File: config.mk
export PLATFORM = sky130hd
export DESIGN_NAME = beacon_presence_table_flat
export DESIGN_NICKNAME = d
export VERILOG_FILES = /design/src/rtl/core/bpt_pkg.sv /design/src/rtl/core/bpt_if.sv /design/src/rtl/core/bpt_queue.sv /design/src/rtl/core/bpt_front.sv /design/src/rtl/core/bpt_back.sv /design/src/rtl/core/beacon_presence_table.sv /design/src/flat_wrapper.sv
export SDC_FILE = /design/constraint.sdc
export NUM_CORES = 2
export LEC_CHECK = 0
export ABC_AREA = 1
export BUFFER_PORTS_ARGS = -buffer_cell sky130_fd_sc_hd__buf_2
export CAP_MARGIN = 10
export CORE_ASPECT_RATIO = 0.7
export CORE_MARGIN = 1.5
export CORE_UTILIZATION = 33
export DETAILED_ROUTE_END_ITERATION = 10
export PLACE_DENSITY_LB_ADDON = 0.25
export SLEW_MARGIN = 20
export SYNTH_ARGS = -nofsm -noshare
export SYNTH_HDL_FRONTEND = slang
export SYNTH_SLANG_ARGS = --single-unit
File: constraint.sdc
create_clock -name clk -period 13.71 [get_ports clk]
set_input_delay 4.113 -clock clk [delete_from_list [all_inputs] [get_ports clk]]
set_output_delay 4.113 -clock clk [all_outputs]
set_load 0.02 [all_outputs]
File: src/rtl/core/bpt_pkg.sv
// Shared constants, types and encodings of the beacon presence table.
package bpt_pkg;

  localparam int TABLE_DEPTH = 32;
  localparam int IDX_W       = (TABLE_DEPTH > 1) ? $clog2(TABLE_DEPTH) : 1;
  localparam int CNT_W       = $clog2(TABLE_DEPTH + 1);

  localparam int QUEUE_DEPTH = 2;
  localparam int QPTR_W      = (QUEUE_DEPTH > 1) ? $clog2(QUEUE_DEPTH) : 1;
  localparam int QCNT_W      = $clog2(QUEUE_DEPTH + 1);

  localparam int CFG_IDX_W   = 3;

  typedef enum logic [CFG_IDX_W-1:0] {
    CFG_ORG_WORD0 = 3'd0,
    CFG_ORG_WORD1 = 3'd1,
    CFG_ORG_WORD2 = 3'd2,
    CFG_ORG_WORD3 = 3'd3,
    CFG_THRESHOLD = 3'd4,
    CFG_TIMEOUT   = 3'd5
  } cfg_reg_t;

  localparam logic [31:0]        ORG_WORD0_RST = 32'hE2C56DB5;
  localparam logic [31:0]        ORG_WORD1_RST = 32'hDFFB48D2;
  localparam logic [31:0]        ORG_WORD2_RST = 32'hB060D0F5;
  localparam logic [31:0]        ORG_WORD3_RST = 32'hA71096E0;
  localparam logic signed [7:0]  THRESHOLD_RST = -8'sd90;
  localparam logic [15:0]        TIMEOUT_RST   = 16'd2;

  typedef enum logic [1:0] {
    KIND_LEFT    = 2'd0,
    KIND_ENTERED = 2'd1,
    KIND_DROPPED = 2'd2
  } event_kind_t;

  // One classified report waiting for the table pass.
  typedef struct packed {
    logic [15:0] major_id;
    logic [15:0] minor_id;
    logic [31:0] now_seconds;
    logic        accept;
  } bpt_job_t;

  typedef struct packed {
    logic [15:0] major_id;
    logic [15:0] minor_id;
    logic [31:0] last_seen;
  } bpt_entry_t;

  typedef struct packed {
    event_kind_t kind;
    logic [15:0] major_id;
    logic [15:0] minor_id;
  } bpt_event_t;

  typedef struct packed {
    logic empty;
    logic full;
  } bpt_qstat_t;

  typedef enum logic [2:0] {
    BK_IDLE   = 3'd0,
    BK_READ   = 3'd1,
    BK_EVAL   = 3'd2,
    BK_INSERT = 3'd3,
    BK_FLUSH  = 3'd4
  } back_state_t;

endpackage

File: src/rtl/core/bpt_if.sv
// Channel interfaces of the beacon presence table: reports, events and configuration.
interface bpt_in_if;
  logic              valid;
  logic              ready;
  logic [31:0]       uuid_word0;
  logic [31:0]       uuid_word1;
  logic [31:0]       uuid_word2;
  logic [31:0]       uuid_word3;
  logic [15:0]       major_id;
  logic [15:0]       minor_id;
  logic signed [7:0] strength_dbm;
  logic [31:0]       now_seconds;

  modport source (output valid, uuid_word0, uuid_word1, uuid_word2, uuid_word3,
                  major_id, minor_id, strength_dbm, now_seconds, input ready);
  modport sink (input valid, uuid_word0, uuid_word1, uuid_word2, uuid_word3,
                major_id, minor_id, strength_dbm, now_seconds, output ready);
endinterface

interface bpt_out_if;
  logic        valid;
  logic        ready;
  logic [1:0]  event_kind;
  logic [15:0] event_major;
  logic [15:0] event_minor;
  logic        last_event;

  modport source (output valid, event_kind, event_major, event_minor, last_event,
                  input ready);
  modport sink (input valid, event_kind, event_major, event_minor, last_event,
                output ready);
endinterface

interface bpt_cfg_if;
  logic        valid;
  logic        ready;
  logic [2:0]  index;
  logic [31:0] data;

  modport source (output valid, index, data, input ready);
  modport sink (input valid, index, data, output ready);
endinterface

File: src/rtl/core/bpt_queue.sv
// Short job queue between the report classifier and the table sequencer.
module bpt_queue (
  input  logic                clk,
  input  logic                rst_n,
  input  logic                push,
  input  bpt_pkg::bpt_job_t   push_job,
  input  logic                pop,
  output bpt_pkg::bpt_job_t   head_job,
  output bpt_pkg::bpt_qstat_t stat
);
  import bpt_pkg::*;

  bpt_job_t            slot_r [QUEUE_DEPTH];
  logic [QPTR_W-1:0]   wr_ptr_r, wr_ptr_nxt;
  logic [QPTR_W-1:0]   rd_ptr_r, rd_ptr_nxt;
  logic [QCNT_W-1:0]   fill_r, fill_nxt;
  logic                do_push, do_pop;

  assign stat.empty = (fill_r == '0);
  assign stat.full  = (fill_r == QCNT_W'(QUEUE_DEPTH));
  assign do_push    = push && !stat.full;
  assign do_pop     = pop && !stat.empty;
  assign head_job   = slot_r[rd_ptr_r];

  always_comb begin
    wr_ptr_nxt = wr_ptr_r;
    rd_ptr_nxt = rd_ptr_r;
    fill_nxt   = fill_r;
    if (do_push) begin
      wr_ptr_nxt = (wr_ptr_r == QPTR_W'(QUEUE_DEPTH - 1)) ? '0 : wr_ptr_r + 1'b1;
    end
    if (do_pop) begin
      rd_ptr_nxt = (rd_ptr_r == QPTR_W'(QUEUE_DEPTH - 1)) ? '0 : rd_ptr_r + 1'b1;
    end
    if (do_push && !do_pop) begin
      fill_nxt = fill_r + 1'b1;
    end else if (do_pop && !do_push) begin
      fill_nxt = fill_r - 1'b1;
    end
  end

  always_ff @(posedge clk) begin
    if (!rst_n) begin
      wr_ptr_r <= '0;
      rd_ptr_r <= '0;
      fill_r   <= '0;
    end else begin
      wr_ptr_r <= wr_ptr_nxt;
      rd_ptr_r <= rd_ptr_nxt;
      fill_r   <= fill_nxt;
    end
  end

  always_ff @(posedge clk) begin
    if (do_push) begin
      slot_r[wr_ptr_r] <= push_job;
    end
  end

endmodule

File: src/rtl/core/bpt_front.sv
// Front end: configuration registers and classification of incoming reports.
module bpt_front (
  input  logic                clk,
  input  logic                rst_n,
  bpt_in_if.sink              in_ch,
  bpt_cfg_if.sink             cfg_ch,
  input  bpt_pkg::bpt_qstat_t q_stat,
  output logic                q_push,
  output bpt_pkg::bpt_job_t   q_job,
  output logic [15:0]         timeout
);
  import bpt_pkg::*;

  logic [31:0]       org_word0_r, org_word0_nxt;
  logic [31:0]       org_word1_r, org_word1_nxt;
  logic [31:0]       org_word2_r, org_word2_nxt;
  logic [31:0]       org_word3_r, org_word3_nxt;
  logic signed [7:0] threshold_r, threshold_nxt;
  logic [15:0]       timeout_r, timeout_nxt;
  logic              uuid_ok;
  logic              strength_ok;

  assign cfg_ch.ready = 1'b1;
  assign in_ch.ready  = !q_stat.full;
  assign q_push       = in_ch.valid && in_ch.ready;
  assign timeout      = timeout_r;

  assign uuid_ok = (in_ch.uuid_word0 == org_word0_r) && (in_ch.uuid_word1 == org_word1_r) &&
                   (in_ch.uuid_word2 == org_word2_r) && (in_ch.uuid_word3 == org_word3_r);
  assign strength_ok = (in_ch.strength_dbm > threshold_r);

  always_comb begin
    q_job.major_id    = in_ch.major_id;
    q_job.minor_id    = in_ch.minor_id;
    q_job.now_seconds = in_ch.now_seconds;
    q_job.accept      = uuid_ok && strength_ok;
  end

  always_comb begin
    org_word0_nxt = org_word0_r;
    org_word1_nxt = org_word1_r;
    org_word2_nxt = org_word2_r;
    org_word3_nxt = org_word3_r;
    threshold_nxt = threshold_r;
    timeout_nxt   = timeout_r;
    if (cfg_ch.valid && cfg_ch.ready) begin
      case (cfg_reg_t'(cfg_ch.index))
        CFG_ORG_WORD0: org_word0_nxt = cfg_ch.data;
        CFG_ORG_WORD1: org_word1_nxt = cfg_ch.data;
        CFG_ORG_WORD2: org_word2_nxt = cfg_ch.data;
        CFG_ORG_WORD3: org_word3_nxt = cfg_ch.data;
        CFG_THRESHOLD: threshold_nxt = signed'(cfg_ch.data[7:0]);
        CFG_TIMEOUT:   timeout_nxt   = cfg_ch.data[15:0];
        default: ;
      endcase
    end
  end

  always_ff @(posedge clk) begin
    if (!rst_n) begin
      org_word0_r <= ORG_WORD0_RST;
      org_word1_r <= ORG_WORD1_RST;
      org_word2_r <= ORG_WORD2_RST;
      org_word3_r <= ORG_WORD3_RST;
      threshold_r <= THRESHOLD_RST;
      timeout_r   <= TIMEOUT_RST;
    end else begin
      org_word0_r <= org_word0_nxt;
      org_word1_r <= org_word1_nxt;
      org_word2_r <= org_word2_nxt;
      org_word3_r <= org_word3_nxt;
      threshold_r <= threshold_nxt;
      timeout_r   <= timeout_nxt;
    end
  end

endmodule

File: src/rtl/core/bpt_back.sv
// Back end: table memory, expiry and compaction pass, refresh, insert and event output.
module bpt_back (
  input  logic                clk,
  input  logic                rst_n,
  input  bpt_pkg::bpt_job_t   q_head,
  input  bpt_pkg::bpt_qstat_t q_stat,
  output logic                q_pop,
  input  logic [15:0]         timeout,
  bpt_out_if.source           out_ch
);
  import bpt_pkg::*;

  bpt_entry_t        entry_mem [TABLE_DEPTH];
  bpt_entry_t        rd_data_r;

  back_state_t       state_r, state_nxt;
  bpt_job_t          job_r, job_nxt;
  logic [CNT_W-1:0]  rd_i_r, rd_i_nxt;
  logic [CNT_W-1:0]  wr_w_r, wr_w_nxt;
  logic [CNT_W-1:0]  count_r, count_nxt;
  logic              found_r, found_nxt;
  logic              pend_valid_r, pend_valid_nxt;
  bpt_event_t        pend_r, pend_nxt;
  logic              out_valid_r, out_valid_nxt;
  bpt_event_t        out_r, out_nxt;
  logic              out_last_r, out_last_nxt;

  logic              mem_re, mem_we;
  logic [IDX_W-1:0]  mem_wa;
  bpt_entry_t        mem_wd;
  bpt_event_t        new_ev;

  logic              scan_done;
  logic [31:0]       age;
  logic              expired;
  logic              hit;
  logic              room;
  logic              emit_ok;
  logic              ev_want;
  logic              flush_want;
  logic              stall;

  assign scan_done  = (rd_i_r == count_r);
  assign age        = job_r.now_seconds - rd_data_r.last_seen;
  assign expired    = (age > {16'b0, timeout});
  assign hit        = job_r.accept && (rd_data_r.major_id == job_r.major_id) &&
                      (rd_data_r.minor_id == job_r.minor_id);
  assign room       = (wr_w_r < CNT_W'(TABLE_DEPTH));
  assign emit_ok    = !out_valid_r || out_ch.ready;
  assign ev_want    = ((state_r == BK_EVAL) && expired) ||
                      ((state_r == BK_INSERT) && job_r.accept && !found_r);
  assign flush_want = (state_r == BK_FLUSH) && pend_valid_r;
  // An event can only be parked if the park slot is free or the previous one moves on to the output register.
  assign stall      = (ev_want || flush_want) && pend_valid_r && !emit_ok;

  assign out_ch.valid       = out_valid_r;
  assign out_ch.event_kind  = out_r.kind;
  assign out_ch.event_major = out_r.major_id;
  assign out_ch.event_minor = out_r.minor_id;
  assign out_ch.last_event  = out_last_r;

  always_comb begin
    state_nxt = state_r;
    case (state_r)
      BK_IDLE:   if (!q_stat.empty) state_nxt = BK_READ;
      BK_READ:   state_nxt = scan_done ? BK_INSERT : BK_EVAL;
      BK_EVAL:   if (!stall) state_nxt = BK_READ;
      BK_INSERT: if (!stall) state_nxt = BK_FLUSH;
      BK_FLUSH:  if (!stall) state_nxt = BK_IDLE;
      default:   state_nxt = BK_IDLE;
    endcase
  end

  always_comb begin
    job_nxt        = job_r;
    rd_i_nxt       = rd_i_r;
    wr_w_nxt       = wr_w_r;
    count_nxt      = count_r;
    found_nxt      = found_r;
    pend_valid_nxt = pend_valid_r;
    pend_nxt       = pend_r;
    out_valid_nxt  = out_valid_r && !out_ch.ready;
    out_nxt        = out_r;
    out_last_nxt   = out_last_r;
    q_pop          = 1'b0;
    mem_re         = 1'b0;
    mem_we         = 1'b0;
    mem_wa         = wr_w_r[IDX_W-1:0];
    mem_wd         = '0;
    new_ev         = '0;

    case (state_r)
      BK_IDLE: begin
        if (!q_stat.empty) begin
          q_pop     = 1'b1;
          job_nxt   = q_head;
          rd_i_nxt  = '0;
          wr_w_nxt  = '0;
          found_nxt = 1'b0;
        end
      end
      BK_READ: begin
        mem_re = !scan_done;
      end
      BK_EVAL: begin
        new_ev.kind     = KIND_LEFT;
        new_ev.major_id = rd_data_r.major_id;
        new_ev.minor_id = rd_data_r.minor_id;
        if (expired) begin
          if (!stall) begin
            rd_i_nxt = rd_i_r + 1'b1;
          end
        end else begin
          // Survivors slide down to the write position; a matching one takes the new time.
          mem_we           = 1'b1;
          mem_wd.major_id  = rd_data_r.major_id;
          mem_wd.minor_id  = rd_data_r.minor_id;
          mem_wd.last_seen = hit ? job_r.now_seconds : rd_data_r.last_seen;
          wr_w_nxt         = wr_w_r + 1'b1;
          rd_i_nxt         = rd_i_r + 1'b1;
          found_nxt        = found_r || hit;
        end
      end
      BK_INSERT: begin
        new_ev.kind     = room ? KIND_ENTERED : KIND_DROPPED;
        new_ev.major_id = job_r.major_id;
        new_ev.minor_id = job_r.minor_id;
        if (!stall) begin
          count_nxt = wr_w_r;
          if (job_r.accept && !found_r && room) begin
            mem_we           = 1'b1;
            mem_wd.major_id  = job_r.major_id;
            mem_wd.minor_id  = job_r.minor_id;
            mem_wd.last_seen = job_r.now_seconds;
            count_nxt        = wr_w_r + 1'b1;
          end
        end
      end
      BK_FLUSH: begin
        if (pend_valid_r && !stall) begin
          out_valid_nxt  = 1'b1;
          out_nxt        = pend_r;
          out_last_nxt   = 1'b1;
          pend_valid_nxt = 1'b0;
        end
      end
      default: ;
    endcase

    if (ev_want && !stall) begin
      if (pend_valid_r) begin
        out_valid_nxt = 1'b1;
        out_nxt       = pend_r;
        out_last_nxt  = 1'b0;
      end
      pend_valid_nxt = 1'b1;
      pend_nxt       = new_ev;
    end
  end

  always_ff @(posedge clk) begin
    if (!rst_n) begin
      state_r      <= BK_IDLE;
      count_r      <= '0;
      pend_valid_r <= 1'b0;
      out_valid_r  <= 1'b0;
    end else begin
      state_r      <= state_nxt;
      count_r      <= count_nxt;
      pend_valid_r <= pend_valid_nxt;
      out_valid_r  <= out_valid_nxt;
    end
  end

  always_ff @(posedge clk) begin
    job_r      <= job_nxt;
    rd_i_r     <= rd_i_nxt;
    wr_w_r     <= wr_w_nxt;
    found_r    <= found_nxt;
    pend_r     <= pend_nxt;
    out_r      <= out_nxt;
    out_last_r <= out_last_nxt;
  end

  always_ff @(posedge clk) begin
    if (mem_we) begin
      entry_mem[mem_wa] <= mem_wd;
    end
    if (mem_re) begin
      rd_data_r <= entry_mem[rd_i_r[IDX_W-1:0]];
    end
  end

endmodule

File: src/rtl/core/beacon_presence_table.sv
// Top level of the beacon presence table.
//
// Reports arrive on in_ch; every accepted transfer is one decoded beacon
// report. Each report first ages the table: entries older than the timeout
// are removed in place and produce a "left" event each. A report with the
// organisation UUID and enough signal then refreshes its entry or is
// inserted with an "entered" event, or flagged as dropped if the table is
// full. Events leave on out_ch; last_event marks the final one of a report.
// Registers are written over cfg_ch, which is always ready.
// A pass reads and evaluates each table entry in turn, then inserts the
// report and flushes the parked event. A two-deep queue lets reports
// arrive while a pass runs.
// When out_ch stalls, one event waits in the output register and one more
// is parked; the pass halts at the event after that until a transfer frees room.
// Reset empties the table and loads the default UUID, threshold and timeout.
module beacon_presence_table (
  input  logic      clk,
  input  logic      rst_n,
  bpt_in_if.sink    in_ch,
  bpt_out_if.source out_ch,
  bpt_cfg_if.sink   cfg_ch
);
  import bpt_pkg::*;

  logic        q_push;
  logic        q_pop;
  bpt_job_t    q_job;
  bpt_job_t    q_head;
  bpt_qstat_t  q_stat;
  logic [15:0] timeout;

  bpt_front u_front (
    .clk     (clk),
    .rst_n   (rst_n),
    .in_ch   (in_ch),
    .cfg_ch  (cfg_ch),
    .q_stat  (q_stat),
    .q_push  (q_push),
    .q_job   (q_job),
    .timeout (timeout)
  );

  bpt_queue u_queue (
    .clk      (clk),
    .rst_n    (rst_n),
    .push     (q_push),
    .push_job (q_job),
    .pop      (q_pop),
    .head_job (q_head),
    .stat     (q_stat)
  );

  bpt_back u_back (
    .clk     (clk),
    .rst_n   (rst_n),
    .q_head  (q_head),
    .q_stat  (q_stat),
    .q_pop   (q_pop),
    .timeout (timeout),
    .out_ch  (out_ch)
  );

endmodule
File: src/flat_wrapper.sv
// flat-port wrapper written by rule: the top's interface ports become plain ports
module beacon_presence_table_flat import bpt_pkg::*;
  (clk, rst_n, in_ch_valid, in_ch_uuid_word0, in_ch_uuid_word1, in_ch_uuid_word2, in_ch_uuid_word3, in_ch_major_id, in_ch_minor_id, in_ch_strength_dbm, in_ch_now_seconds, in_ch_ready, out_ch_valid, out_ch_event_kind, out_ch_event_major, out_ch_event_minor, out_ch_last_event, out_ch_ready, cfg_ch_valid, cfg_ch_index, cfg_ch_data, cfg_ch_ready);
  bpt_in_if in_ch_i ();
  bpt_out_if out_ch_i ();
  bpt_cfg_if cfg_ch_i ();
  input  logic clk;
  input  logic rst_n;
  input wire logic [$bits(in_ch_i.valid)-1:0] in_ch_valid;
  input wire logic [$bits(in_ch_i.uuid_word0)-1:0] in_ch_uuid_word0;
  input wire logic [$bits(in_ch_i.uuid_word1)-1:0] in_ch_uuid_word1;
  input wire logic [$bits(in_ch_i.uuid_word2)-1:0] in_ch_uuid_word2;
  input wire logic [$bits(in_ch_i.uuid_word3)-1:0] in_ch_uuid_word3;
  input wire logic [$bits(in_ch_i.major_id)-1:0] in_ch_major_id;
  input wire logic [$bits(in_ch_i.minor_id)-1:0] in_ch_minor_id;
  input wire logic [$bits(in_ch_i.strength_dbm)-1:0] in_ch_strength_dbm;
  input wire logic [$bits(in_ch_i.now_seconds)-1:0] in_ch_now_seconds;
  output wire logic [$bits(in_ch_i.ready)-1:0] in_ch_ready;
  output wire logic [$bits(out_ch_i.valid)-1:0] out_ch_valid;
  output wire logic [$bits(out_ch_i.event_kind)-1:0] out_ch_event_kind;
  output wire logic [$bits(out_ch_i.event_major)-1:0] out_ch_event_major;
  output wire logic [$bits(out_ch_i.event_minor)-1:0] out_ch_event_minor;
  output wire logic [$bits(out_ch_i.last_event)-1:0] out_ch_last_event;
  input wire logic [$bits(out_ch_i.ready)-1:0] out_ch_ready;
  input wire logic [$bits(cfg_ch_i.valid)-1:0] cfg_ch_valid;
  input wire logic [$bits(cfg_ch_i.index)-1:0] cfg_ch_index;
  input wire logic [$bits(cfg_ch_i.data)-1:0] cfg_ch_data;
  output wire logic [$bits(cfg_ch_i.ready)-1:0] cfg_ch_ready;
  assign in_ch_i.valid = in_ch_valid;
  assign in_ch_i.uuid_word0 = in_ch_uuid_word0;
  assign in_ch_i.uuid_word1 = in_ch_uuid_word1;
  assign in_ch_i.uuid_word2 = in_ch_uuid_word2;
  assign in_ch_i.uuid_word3 = in_ch_uuid_word3;
  assign in_ch_i.major_id = in_ch_major_id;
  assign in_ch_i.minor_id = in_ch_minor_id;
  assign in_ch_i.strength_dbm = in_ch_strength_dbm;
  assign in_ch_i.now_seconds = in_ch_now_seconds;
  assign in_ch_ready = in_ch_i.ready;
  assign out_ch_valid = out_ch_i.valid;
  assign out_ch_event_kind = out_ch_i.event_kind;
  assign out_ch_event_major = out_ch_i.event_major;
  assign out_ch_event_minor = out_ch_i.event_minor;
  assign out_ch_last_event = out_ch_i.last_event;
  assign out_ch_i.ready = out_ch_ready;
  assign cfg_ch_i.valid = cfg_ch_valid;
  assign cfg_ch_i.index = cfg_ch_index;
  assign cfg_ch_i.data = cfg_ch_data;
  assign cfg_ch_ready = cfg_ch_i.ready;
  beacon_presence_table u_core (.clk(clk), .rst_n(rst_n), .in_ch(in_ch_i), .out_ch(out_ch_i), .cfg_ch(cfg_ch_i));
endmodule
# [Yosys cells after proc, flatten, opt, wreduce, memory -nomap -nowiden]
# Memory sizes are Yosys's and may differ from the RTL's. A register that Yosys moved wholly into a read port is not among the register bits.
# Cells that the tools add are included.
[classes] bitwise_logic=2 muxes=53 n_addsub=7 n_lt_le_gt_ge=3 eq_ne=23 reduce_logical=55
[ops] operator="$mux W64" count=3
[ops] operator="$mux W34" count=4
[ops] operator="$eq A32 B32 Y1" count=4
[ops] operator="$pmux W64 S2" count=1
[ops] operator="$pmux W34 S2" count=1
[ops] operator="$eq A16 B16 Y1" count=2
[ops] operator="$gt A32 B16 Y1" count=1
[ops] operator="$mux W32" count=1
[ops] operator="$sub A32 B32 Y32" count=1
[ops] operator="$mux W6" count=5
[ops] operator="$mux W1" count=26
[ops] operator="$pmux W6 S2" count=2
[ops] operator="$logic_and A1 B1 Y1" count=22
[ops] operator="$reduce_and A2 Y1" count=9
[ops] operator="$pmux W3 S5" count=1
[ops] operator="$add A6 B1 Y6 const B" count=2
[ops] operator="$eq A3 B2 Y1 const B" count=4
[ops] operator="$mux W3" count=4
[ops] operator="$logic_not A1 Y1" count=10
[ops] operator="$ne A2 B2 Y1 const B" count=5
[ops] operator="$eq A3 B3 Y1 const B" count=3
[ops] operator="$gt A8 B8 Y1" count=1
[ops] operator="$reduce_bool A2 Y1" count=4
[ops] operator="$eq A3 B1 Y1 const B" count=2
[ops] operator="other kinds (15)" count=25
[totals] elab_cells=168 reg_bits=249 out_inout_bits=38 memories=2 input_bits=240 ram_bits=2178
[memory_table] name="u_core.u_back.entry_mem" words=32 word_bits=64 rd=1 rd_clocked_by_memory_dff=1 write_ports=1 line_no="bpt_back.sv:13" rtl="bpt_entry_t entry_mem [TABLE_DEPTH];"
[memory_table] name="u_core.u_queue.slot_r" words=2 word_bits=65 rd=1 rd_clocked_by_memory_dff=1 write_ports=1 line_no="bpt_queue.sv:13" rtl="bpt_job_t slot_r [QUEUE_DEPTH];"

# [Logic depth before layout (Yosys ltp)]
[logic_depth] ltp_word=13 depth_mapped=30 depth_no_buf=29

# [Cells and area by module]
# A second synthesis with hierarchy kept.
[hier_totals] cells_unflattened=8551 hier_area_um2=104555.3
[by_module_without_submodules] mod="bpt_back" n_inst=1 area_per_inst_um2=91416.4 seq_area_each_um2=68055.3 cells_per_inst=7113
[by_module_without_submodules] mod="bpt_front" n_inst=1 area_per_inst_um2=7997.7 seq_area_each_um2=3042.9 cells_per_inst=1198
[by_module_without_submodules] mod="bpt_queue" n_inst=1 area_per_inst_um2=5141.2 seq_area_each_um2=4003.8 cells_per_inst=240

# [Worst setup path before layout]
# Ideal clock, no wire load.
[synth_path] path_type="input port to flip-flop" startpoint="in out_ch_ready" endpoint="mem u_core.u_back.entry_mem[11][0] in the netlist's numbering (enable)" arrival_ns=7.425 n_path_buf=1 setup_time_ns=0.486 t_required_ns=13.224 slack_ns=5.798 path_stages=7 cell_sequence="nor2_1 -> nand3_4 -> nand3_2 -> buf_6 -> nand2_8 -> nand2_4 -> nor2_1"
[synth_between] elab_chain_len=7
[synth_lines] item="start, declared" line_no="flat_wrapper.sv:24" rtl="input wire logic [$bits(out_ch_i.ready)-1:0] out_ch_ready;"
[synth_lines] item="$logic_or A1 B1 Y1" line_no="bpt_back.sv:49" rtl="assign emit_ok = !out_valid_r || out_ch.ready;"
[synth_lines] item="$logic_not A1 Y1" line_no="bpt_back.sv:54" rtl="assign stall = (ev_want || flush_want) && pend_valid_r && !emit_ok;"
[synth_lines] item="$logic_and A1 B1 Y1" line_no="bpt_back.sv:54"
[synth_lines] item="$mux W1" line_no="bpt_back.sv:128" rtl="if (!stall) begin"
[synth_lines] item="$pmux W1 S2" line_no="bpt_back.sv:92" rtl="case (state_r)"
[synth_lines] item="$mux W1" line_no="bpt_back.sv:186" rtl="if (mem_we) begin"
[synth_lines] item="$mux W1 (not written as such)" line_no="bpt_back.sv:187" rtl="entry_mem[mem_wa] <= mem_wd;"
[synth_lines] item="end, declared" line_no="bpt_back.sv:13"
# Every way passes these cells.

==> impl_results.md <==
- Slew margin rel.: 19.31%
- Status: completed
- First-pass GRT wire length: 479.7 mm
- Leak: 36.35 nW
- Final Max Slew Viols: 0
- Top FF cell, synth: edfxtp_1
- Initial DRC count: 9,051
- Worst vdd ir: 184.0 uV
- Main area contributors after synthesis: edfxtp_1, o21ai_0, nor2_1, dfxtp_1, nand2_1
- Share of cells above drive strength 1: 10.23%
- Post-CTS Hold Fix Bufs: 0
- Yosys reg bits: 2,556
- # Post-CTS Setup Buffers: 0
- Initial antenna violation count: 12
- Post_cts resized: 0
- Hold Violations, Final: 0
- Unrepaired setup endpoints after global routing: no
- Via-per-instance ratio: 5.417
- Routed wire length: 338.1 mm
- Finished Core Util: 37.67%
- Final hold slack: 0.4661 ns
- Final min period: 7.000 ns
- Critical Path AT: 7.62 ns
- Die width: 670.5 um
- Clk buf depth: 4
- Setup violations, final: 0
- Maxcap violations: 0
- Sequential cell area: 75,080 sq um
- CP top delay family: buffers and inverters
- Core area: 310,200 sq um
- Distinct cells, synth: 51
- PwrDens: 199.6 nW/um^2
- Seq/Total Area, Yosys: 72.95%
- Clk_lat worst skew: 0.92 ns
- Syn Inst Count: 8,276
- Final nets: 8,740
- Crit Path Class: primary input to register
- Routed vias: 69.21k
- WHS Path Cells: 2
- Worst EP required: 14.33 ns
- Overflow after GRT: 0
- Routability cong.: 0.8835
- Placed Instances: 12.36k
- Critical path endpoint category: register
- Hold WC Path Type: register to register
- Growth of design area from synthesis to finish: 13.53%
- Layout Skew: 0.07138 ns
- Vias in the first global route: 64.67k
- Die ar.: 315,300 sq um
- Die Y: 470.3 um
- Dominant cell type by area after synthesis: edfxtp_1
- Number of synthesized flops with an enable pin: 2,389
- Crit path cell chain: buf_2, nor2_1, nand3_4, nand3_4, buf_4, buf_4, o22ai_2, buf_4
- Post-synthesis cell area: 102,900 sq um
- Critical Path Slowest Stage Cell: buf_4
- Maximum number of pins on one net before global-route repair: 201
- Crit path buf inv count: 4
- I/O pin cnt: 278
- Starting Density: 33.18%
- CTS clk-pin slew, worst paths: 0.06 ns
- DRC: 0
- CTS tree: built
- Drt first pass iters: 6
- Yosys Warn Count: 0
- CP startpoint kind: primary input
- M2 GR Usage: 30.35%
- CTS Buf Count: 232
- Ys async rst share: 0%
- Finished Layout Cells: 12.78k
- Root Buffer: clkbuf_16
- Critical Path Most Common Cell: buf_4
- Top-count cell post-synth: edfxtp_1
- Post-DRT Antenna Nets: 0
- Fmax: 0.1429 GHz
- Final Cycle Share: 51.06%
- Number of fill cells: 29.65k
- R2R depth: 26
- Top cell type's share of synthesized area: 69.70%
- Most Crowded Layer GR: met1
- Worst path depth: 8
- Synth Net Count: 8,578
- Sink Count: 2,556
- Site row count: 171
- Worst-Margin Slew: 1.210 ns
- Routed len/inst: 26.46 um
- Multi-input gate area: 25,190 sq um
- M1 GR Usage: 31.61%
- GRT Util Overall: 20.70%
- DPL Wire Length: 193.9 mm
- Met3 GRT Util: 3.599%
- Post-Syn Area per Cell: 12.44 sq um
- PortBufs: 276
- Final setup TNS: 0 ns
- Slowest stage delay, CP: 0.81 ns
- H-Tree Depth: 4
- CP Max Fanout: 29
- Commonest cells in the netlist: edfxtp_1, nor2_1, o21ai_0
==> worst paths after layout <==
check / start / end / slack [ns]
max reg2reg: u_core.u_back.rd_data_r[0] / u_core.u_back.entry_mem[9][21] / 6.78
max: out_ch_ready / u_core.u_back.entry_mem[3][40] / 6.71
min reg2reg: u_core.u_front.timeout[10] / u_core.u_front.timeout[10] / 0.47
min: u_core.u_front.timeout[10] / u_core.u_front.timeout[10] / 0.47
==> cell families (layout without fill, tap and decap cells) <==
kind of cell             Yosys count  after routing  synth area share (%)
buffers and inverters            902           1242                 3.348
adder cells (fa/ha/maj)           62             62                0.7610
other                              1              9              0.003643
multiplexers                       1              1              0.009725
flip-flops                      2556           2556                 72.95
AND/OR/NAND/NOR                 2517           2517                 9.749
AO/OA/AOI/OAI                   2073           2073                 11.79
XOR/XNOR                         164            164                 1.396
==> power by group <==
group	switching, W	internal (W)	leakage, nW
Sequential	0.000294	0.00901	20.0
Clock	0.00291	0.00338	3.43
Combinational	0.00583	0.00190	12.9
==> routing by layer <==
layer	share of wire (%)	wire length, um
met3	8.8	29670
met2	43	144800
met5	0.012	41
met1	46	154700
met4	2.6	8811
==> worst reg2reg max path, delay by kind of cell (launching register included) <==
kind          cells  cell delay (ns)
buf+inv           2             1.11
xor+xnor          1             0.14
simple gates     20             3.79
flops             1             0.41
fa+ha+maj         3             0.98
==> through the flow <==
step                worst slack, ns  total power [W]  cell area [sq um]
floorplan                     5.799          0.01391             102900
global placement              6.177          0.01709             109600
detailed placement            6.064          0.01710             109600
CTS                           6.813          0.02334             116700
global route                  6.375          0.02436             116800
finish                        6.710          0.02332             116900
==> final cells by class <==
| type | count | share of cell area, % |
|---|---|---|
| Timing Repair Buffer | 446 | 2.421 |
| Clock buffer | 294 | 5.214 |
| Antenna cell | 8 | 0.01713 |
| Clock inverter | 118 | 0.8277 |
| Inverter | 384 | 1.266 |
| Multi-Input combinational cell | 4818 | 21.56 |
| Tap cell | 4152 | 4.446 |
| Sequential cell | 2556 | 64.25 |
==> flip-flops by register name, indices dropped and copies added, names as in the netlist, 2 cells and up, named ones only <==
signal and count:
u_core.u_back.entry_mem 2048, u_core.u_back.rd_data_r 64, u_core.u_front.org_word2_r 32, u_core.u_queue.fill_r 2, u_core.u_queue.slot_r 130, u_core.u_front.threshold_r 8
u_core.u_back.wr_w_r 6, u_core.u_front.timeout 16, u_core.u_back.count_r 6, u_core.u_back.rd_i_r 6, u_core.u_back.state_r 3, u_core.u_back.pend_r 34
u_core.u_front.org_word3_r 32, u_core.u_back.job_r 65, u_core.u_front.org_word0_r 32, u_core.u_front.org_word1_r 32
==> cells in the final DEF (no fill, tap or decap), types with 61 or more instances in the layout <==
cell and instances:
a21oi_1 120, a221oi_1 63, buf_2 275, buf_4 158, clkbuf_16 234, dfxtp_1 166
edfxtp_1 2389, ha_1 61, inv_1 369, nand2_1 788, nand3_1 205, nor2_1 1366
o21ai_0 1194, o221ai_1 192, o22ai_1 336, xor2_1 126
(Power assumes the default switching activity.)
